`src/rtl/kvat_pkg.sv`:
```
// ----------------------------------------------------------------------------
// kvat_pkg
// Types and constants of the paged KV gather address translation block.
// ----------------------------------------------------------------------------
package kvat_pkg;

    // Request operation codes, carried on s_axis_tuser.
    typedef enum logic [1:0] {
        OP_POOL_WR = 2'd0,
        OP_SRC_WR  = 2'd1,
        OP_DST_WR  = 2'd2,
        OP_GATHER  = 2'd3
    } op_t;

    // Configuration register indexes.
    localparam int CFG_IDX_W  = 3;
    localparam int CFG_DATA_W = 25;

    typedef enum logic [CFG_IDX_W-1:0] {
        CFG_BLOCK_SIZE  = 3'd0,
        CFG_SRC_WIDTH   = 3'd1,
        CFG_DST_WIDTH   = 3'd2,
        CFG_POOL_CAP    = 3'd3,
        CFG_SRC_BLOCKS  = 3'd4,
        CFG_DST_BLOCKS  = 3'd5,
        CFG_KV_ELEMS    = 3'd6,
        CFG_ROPE_ELEMS  = 3'd7
    } cfg_idx_t;

    // Sequencer states.
    typedef enum logic [2:0] {
        ST_IDLE,
        ST_POOL,
        ST_DIV,
        ST_TBL,
        ST_MUL,
        ST_DONE
    } state_t;

    // Field widths.
    localparam int ROW_W   = 8;
    localparam int COL_W   = 6;
    localparam int WORD_W  = 32;
    localparam int BS_W    = 16;
    localparam int TW_CFG_W = 7;
    localparam int CAP_W   = 9;
    localparam int CNT_W   = 25;
    localparam int ELEM_W  = 16;
    localparam int PHYS_W  = 25;
    localparam int TOK_W   = 40;
    localparam int ELOFF_W = 56;
    localparam int DIV_W   = 31;
    localparam int DIV_CNT_W = 5;

    localparam int S_TDATA_W = 112;
    localparam int M_TDATA_W = 336;

    // Register reset values.
    localparam logic [BS_W-1:0]     RST_BLOCK_SIZE = 16'd128;
    localparam logic [TW_CFG_W-1:0] RST_TBL_WIDTH  = 7'd64;
    localparam logic [CAP_W-1:0]    RST_POOL_CAP   = 9'd256;
    localparam logic [CNT_W-1:0]    RST_BLOCKS     = 25'd16777216;
    localparam logic [ELEM_W-1:0]   RST_KV_ELEMS   = 16'd512;
    localparam logic [ELEM_W-1:0]   RST_ROPE_ELEMS = 16'd64;

endpackage

```
`src/rtl/kvat_div.sv`:
```
// ----------------------------------------------------------------------------
// kvat_div
// Restoring divider, one quotient bit per cycle, 31-bit dividend by 16 bits.
// ----------------------------------------------------------------------------
module kvat_div
(
    input  logic                        clk,
    input  logic                        rst_n,
    input  logic                        start,
    input  logic [kvat_pkg::DIV_W-1:0]  dividend,
    input  logic [kvat_pkg::BS_W-1:0]   divisor,
    output logic                        busy,
    output logic [kvat_pkg::DIV_W-1:0]  quotient,
    output logic [kvat_pkg::BS_W-1:0]   remainder
);
    import kvat_pkg::*;

    logic                 busy_reg;
    logic [DIV_CNT_W-1:0] cnt_reg;
    logic [BS_W-1:0]      rem_reg;
    logic [BS_W-1:0]      rem_next;
    logic [DIV_W-1:0]     quo_reg;
    logic [DIV_W-1:0]     quo_next;
    logic [BS_W-1:0]      div_reg;
    logic [BS_W:0]        trial;
    logic [BS_W:0]        diff;
    logic                 ge;

    // One restoring step: shift in the next dividend bit and try to subtract.
    always_comb
    begin
        trial    = {rem_reg, quo_reg[DIV_W-1]};
        diff     = trial - {1'b0, div_reg};
        ge       = (trial >= {1'b0, div_reg});
        rem_next = ge ? diff[BS_W-1:0] : trial[BS_W-1:0];
        quo_next = {quo_reg[DIV_W-2:0], ge};
    end

    // Step counter.
    always_ff @(posedge clk or negedge rst_n)
    begin
        if (!rst_n)
        begin
            busy_reg <= 1'b0;
            cnt_reg  <= '0;
        end
        else if (start)
        begin
            busy_reg <= 1'b1;
            cnt_reg  <= DIV_CNT_W'(DIV_W - 1);
        end
        else if (busy_reg)
        begin
            if (cnt_reg == '0)
            begin
                busy_reg <= 1'b0;
            end
            cnt_reg <= cnt_reg - 1'b1;
        end
    end

    // Partial remainder and quotient.
    always_ff @(posedge clk)
    begin
        if (start)
        begin
            rem_reg <= '0;
            quo_reg <= dividend;
            div_reg <= divisor;
        end
        else if (busy_reg)
        begin
            rem_reg <= rem_next;
            quo_reg <= quo_next;
        end
    end

    assign busy      = busy_reg;
    assign quotient  = quo_reg;
    assign remainder = rem_reg;

endmodule

```
`config.mk`:
```
export PLATFORM = sky130hd
export DESIGN_NAME = kvat_div
export DESIGN_NICKNAME = d
export VERILOG_FILES = /design/src/rtl/kvat_pkg.sv /design/src/rtl/kvat_div.sv
export SDC_FILE = /design/constraint.sdc
export NUM_CORES = 1
export LEC_CHECK = 0
export ABC_AREA = 1
export BUFFER_PORTS_ARGS = -buffer_cell sky130_fd_sc_hd__buf_2
export CORE_UTILIZATION = 58
export CTS_CLUSTER_DIAMETER = 150
export DETAILED_ROUTE_END_ITERATION = 12
export GPL_TIMING_DRIVEN = 1
export PLACE_DENSITY = 0.84
export SYNTH_ARGS = -nofsm -noshare
export SYNTH_HDL_FRONTEND = slang
export SYNTH_SLANG_ARGS = --single-unit
```
`constraint.sdc`:
```
create_clock -name clk -period 3.8 [get_ports clk]
set_input_delay 0.76 -clock clk [delete_from_list [all_inputs] [get_ports clk]]
set_output_delay 0.76 -clock clk [all_outputs]
set_load 0.005 [all_outputs]
```
==> results_tabular.tex <==
\begin{tabular}{lr}
\hline
Metric & Value \\
\hline
\multicolumn{2}{l}{\textbf{Layout}} \\
Final antenna diode count & 0 \\
Max reg flops & 31 \\
Layout cell share with drive strength beyond 1 & approximately a quarter \\
Post-synthesis to final-layout area growth & 19.3\% \\
Final core utilization & a little under three quarters \\
Most frequent cells in the layout & sky130\_fd\_sc\_hd\_\_nand2\_1, sky130\_fd\_sc\_hd\_\_buf\_2, sky130\_fd\_sc\_hd\_\_inv\_1, sky130\_fd\_sc\_hd\_\_edfxtp\_1, sky130\_fd\_sc\_hd\_\_nand3\_1 \\
Most common library cell in the layout ignoring fill and taps & sky130\_fd\_sc\_hd\_\_nand2\_1 \\
Number of nets at the end of the flow & around 670 \\
\multicolumn{2}{l}{\textbf{Timing}} \\
Post-route setup TNS & 0 ns \\
Post-route minimum period & about 2.1 ns \\
Final Setup Violations & 0 \\
Final hold vios & 0 \\
RSZ-0062 raised after global routing & no \\
Clock skew & $\sim$0.0095 ns \\
Highest Clock Rate & between 0.4 and 0.5 GHz \\
Number of max-slew violations in the final report & 0 \\
Final period util & between 50\% and 60\% \\
Slew @ Worst Pin & $\sim$0.87 ns \\
Relative slew slack & approximately two fifths \\
\multicolumn{2}{l}{\textbf{Routing}} \\
Routed Wire Length & 9330 µm \\
Detailed-route via count & about 3.5k \\
Final ANT Viol Nets & 0 \\
DRC viols & 0 \\
Iteration-0 DRC count of the detailed router & 176 \\
Ratio of routed vias to standard cells & between 5 and 6 \\
TritonRoute pass-1 iters & 4 \\
Drt wl/cell & 13.4 µm \\
\multicolumn{2}{l}{\textbf{Clock tree}} \\
Source-to-sink clock delay at the later pin of the worst-skew pair & about 0.35 ns \\
Buffer cell driving the clock tree root & sky130\_fd\_sc\_hd\_\_clkbuf\_8 \\
Reg clk slew, reported paths & $\sim$0.080 ns \\
Clk buf depth & 2 \\
Maximum level of the CTS H-tree & 3 \\
Post-CTS Setup Inserts & 0 \\
Total clock buffers created by CTS & 9 \\
Hold buffer count at cts & 0 \\
Total number of clock tree sinks & between 60 and 70 \\
CTS tree & done \\
Gates resized, CTS repair & 0 \\
\multicolumn{2}{l}{\textbf{Synth}} \\
Total standard cell area after synthesis & 4080 µm² \\
Synth Net Count & between 500 and 600 \\
Flop and latch count out of synthesis & approximately 70 \\
Instance count of the mapped netlist & between 400 and 500 \\
Avg Inst Size Synth & $\sim$8.2 µm² \\
Library cells used by synthesis & 37 \\
Portion of the post-synthesis area used by sequential elements & 46.1\% \\
YS warnings & 0 \\
\multicolumn{2}{l}{\textbf{Setup path}} \\
Largest delay share family, worst path & buffers and inverters \\
Kind of critical path & in2reg \\
Top fanout value on the critical path & 34 \\
Arrival time worst endpoint & between 2 and 2.5 ns \\
Worst path cell trace & buf\_2, clkinv\_1, nor2\_1, a31oi\_1 \\
Required time worst endpoint & a little under 4 ns \\
Kind of end point of the critical path & register \\
Crit path launch type & primary input \\
Delay of the slowest cell on the worst path & 0.77 ns \\
Library cell contributing the largest single delay on the critical path & sky130\_fd\_sc\_hd\_\_clkinv\_1 \\
CP Buf/Inv Count & 2 \\
\multicolumn{2}{l}{\textbf{Die}} \\
Die outline area & roughly 7400 µm² \\
Die Y-Extent & 85.8 µm \\
Core region area & between 6000 and 7000 µm² \\
X dimension of the die & approximately 86 µm \\
Starting density of the core & approximately three fifths \\
Number of primary I/O pins & between 90 and 100 \\
Row count & 30 \\
\multicolumn{2}{l}{\textbf{Place}} \\
Weighted congestion at the end of routability-driven global placement & around 0.87 \\
Count of port buffers added during placement & 97 \\
Final HPWL DP & about 6700 µm \\
\multicolumn{2}{l}{\textbf{Global routing}} \\
First-pass GRT wire length & 15700 µm \\
Global-route track usage on met2 & around half \\
GRT overflow & 0 \\
Total Routing Usage GR & 27.5\% \\
GR met3 Demand/Resource & 6.64\% \\
Pin count of the biggest net entering global routing & 40 \\
Vias in the first global route & roughly 3.5k \\
Number of antenna violations at the first check in global routing & 0 \\
GRT met1 Usage & between 30\% and 40\% \\
GRT busiest layer & met2 \\
\multicolumn{2}{l}{\textbf{Power}} \\
Static Leak & 2.62 nW \\
Cell Pwr Density & just over 600 nW/µm² \\
Max rail drop VDD & between 200 and 300 µV \\
\multicolumn{2}{l}{\textbf{Outcome}} \\
Status & finished, final reports clean \\
\multicolumn{2}{l}{\textbf{Job}} \\
Max-capacitance violation count & 0 \\
\multicolumn{2}{l}{\textbf{Min path}} \\
Tightest Hold Check Type & in2async \\
\hline
\end{tabular}
[layer usage]
metal / share of wire (%) / up-vias
li1: - / 1771
met2: 52 / 129
met5: 0 / -
met4: 1.5 / 0
met3: 5.5 / 13
met1: 41 / 1623
[through the flow]
step / cell area [µm²] / instances / total power [mW] / hold WS (ns) / setup slack [ns]
after CTS: 4860 / 697 / 2.98 / 0.209 / 1.69
after floorplan: 4080 / 498 / 1.96 / 0.458 / 1.65
after global placement: 4620 / 681 / 2.19 / 0.468 / 1.39
final: 4860 / 697 / 2.98 / 0.215 / 1.69
after global routing: 4860 / 697 / 3.18 / 0.217 / 1.53
after detailed placement: 4620 / 681 / 2.23 / 0.470 / 1.31
[power breakdown]
group          switching [mW]  internal [mW]
logic                   0.737          0.473
registers              0.0914          0.926
clock network           0.293          0.457
[kinds of logic after synthesis]
| kind of cell | count (synthesis) | synth area share (%) |
|---|---|---|
| flops | 69 | 46.1 |
| buf+inv | 77 | 8.10 |
| xor+xnor | 6 | 1.29 |
| simple gates | 305 | 35.3 |
| fa+ha+maj | 19 | 6.01 |
| compound gates | 22 | 3.19 |
[synth_stat cells, drive strengths merged]
cell type	n	area share (%)
a21oi	14	2.0
a22oi	1	0.18
a31oi	1	0.15
buf	7	1.7
clkbuf	6	0.55
clkinv	2	0.18
dfrtp	6	3.7
dfxtp	16	7.9
edfxtp	47	35
fa	1	0.49
ha	18	5.5
inv	62	5.7
nand2	234	24
nand3	29	4.1
nand3b	19	3.8
nand4	3	0.46
nor2	16	2.6
nor3	4	0.49
o21a	1	0.18
o21ai	4	0.49
o21bai	1	0.18
xnor2	5	1.1
xor2	1	0.21
[area by class of cell]
class | instances | area, µm²
clock inverters | 5 | 108
clock buffers | 11 | 141
flip-flops and latches | 69 | 1880
inverters | 64 | 240
well taps | 96 | 120
multi-input cells | 352 | 1870
fillers | 529 | 1930
repair buffers | 100 | 508
[worst paths after layout]
| path | endpoint | start | depth (start not counted) | slack [ns] |
|---|---|---|---|---|
| max reg2reg | remainder[8]$_SDFFE_PP0P_ | quotient[30]$_DFFE_PP_ | 11 | 1.71 |
| min in group clk | remainder[13]$_SDFFE_PP0P_ | remainder[13]$_SDFFE_PP0P_ | 2 | 0.49 |
| min reg2reg | remainder[13]$_SDFFE_PP0P_ | remainder[13]$_SDFFE_PP0P_ | 2 | 0.49 |
| max in group asynchronous | cnt_reg[4]$_DFFE_PN0P_ | rst_n | 1 | 3.43 |
| max | quotient[0]$_DFFE_PP_ | start | 4 | 1.69 |
| min | cnt_reg[2]$_DFFE_PN0P_ | rst_n | 1 | 0.21 |
[worst register-to-register path, cell delays in order (launching register included)]
cell and delay, ns:
sky130_fd_sc_hd__edfxtp_1 0.36, sky130_fd_sc_hd__inv_1 0.07, sky130_fd_sc_hd__ha_1 0.23, sky130_fd_sc_hd__fa_1 0.45, sky130_fd_sc_hd__o21bai_1 0.33, sky130_fd_sc_hd__nand2_1 0.13
sky130_fd_sc_hd__nand3_1 0.09, sky130_fd_sc_hd__nand2_1 0.06, sky130_fd_sc_hd__nand2_1 0.08, sky130_fd_sc_hd__nand2_1 0.06, sky130_fd_sc_hd__nand3_1 0.07, sky130_fd_sc_hd__nand2_1 0.05
No activity file was read; power rests on OpenSTA's default activity.
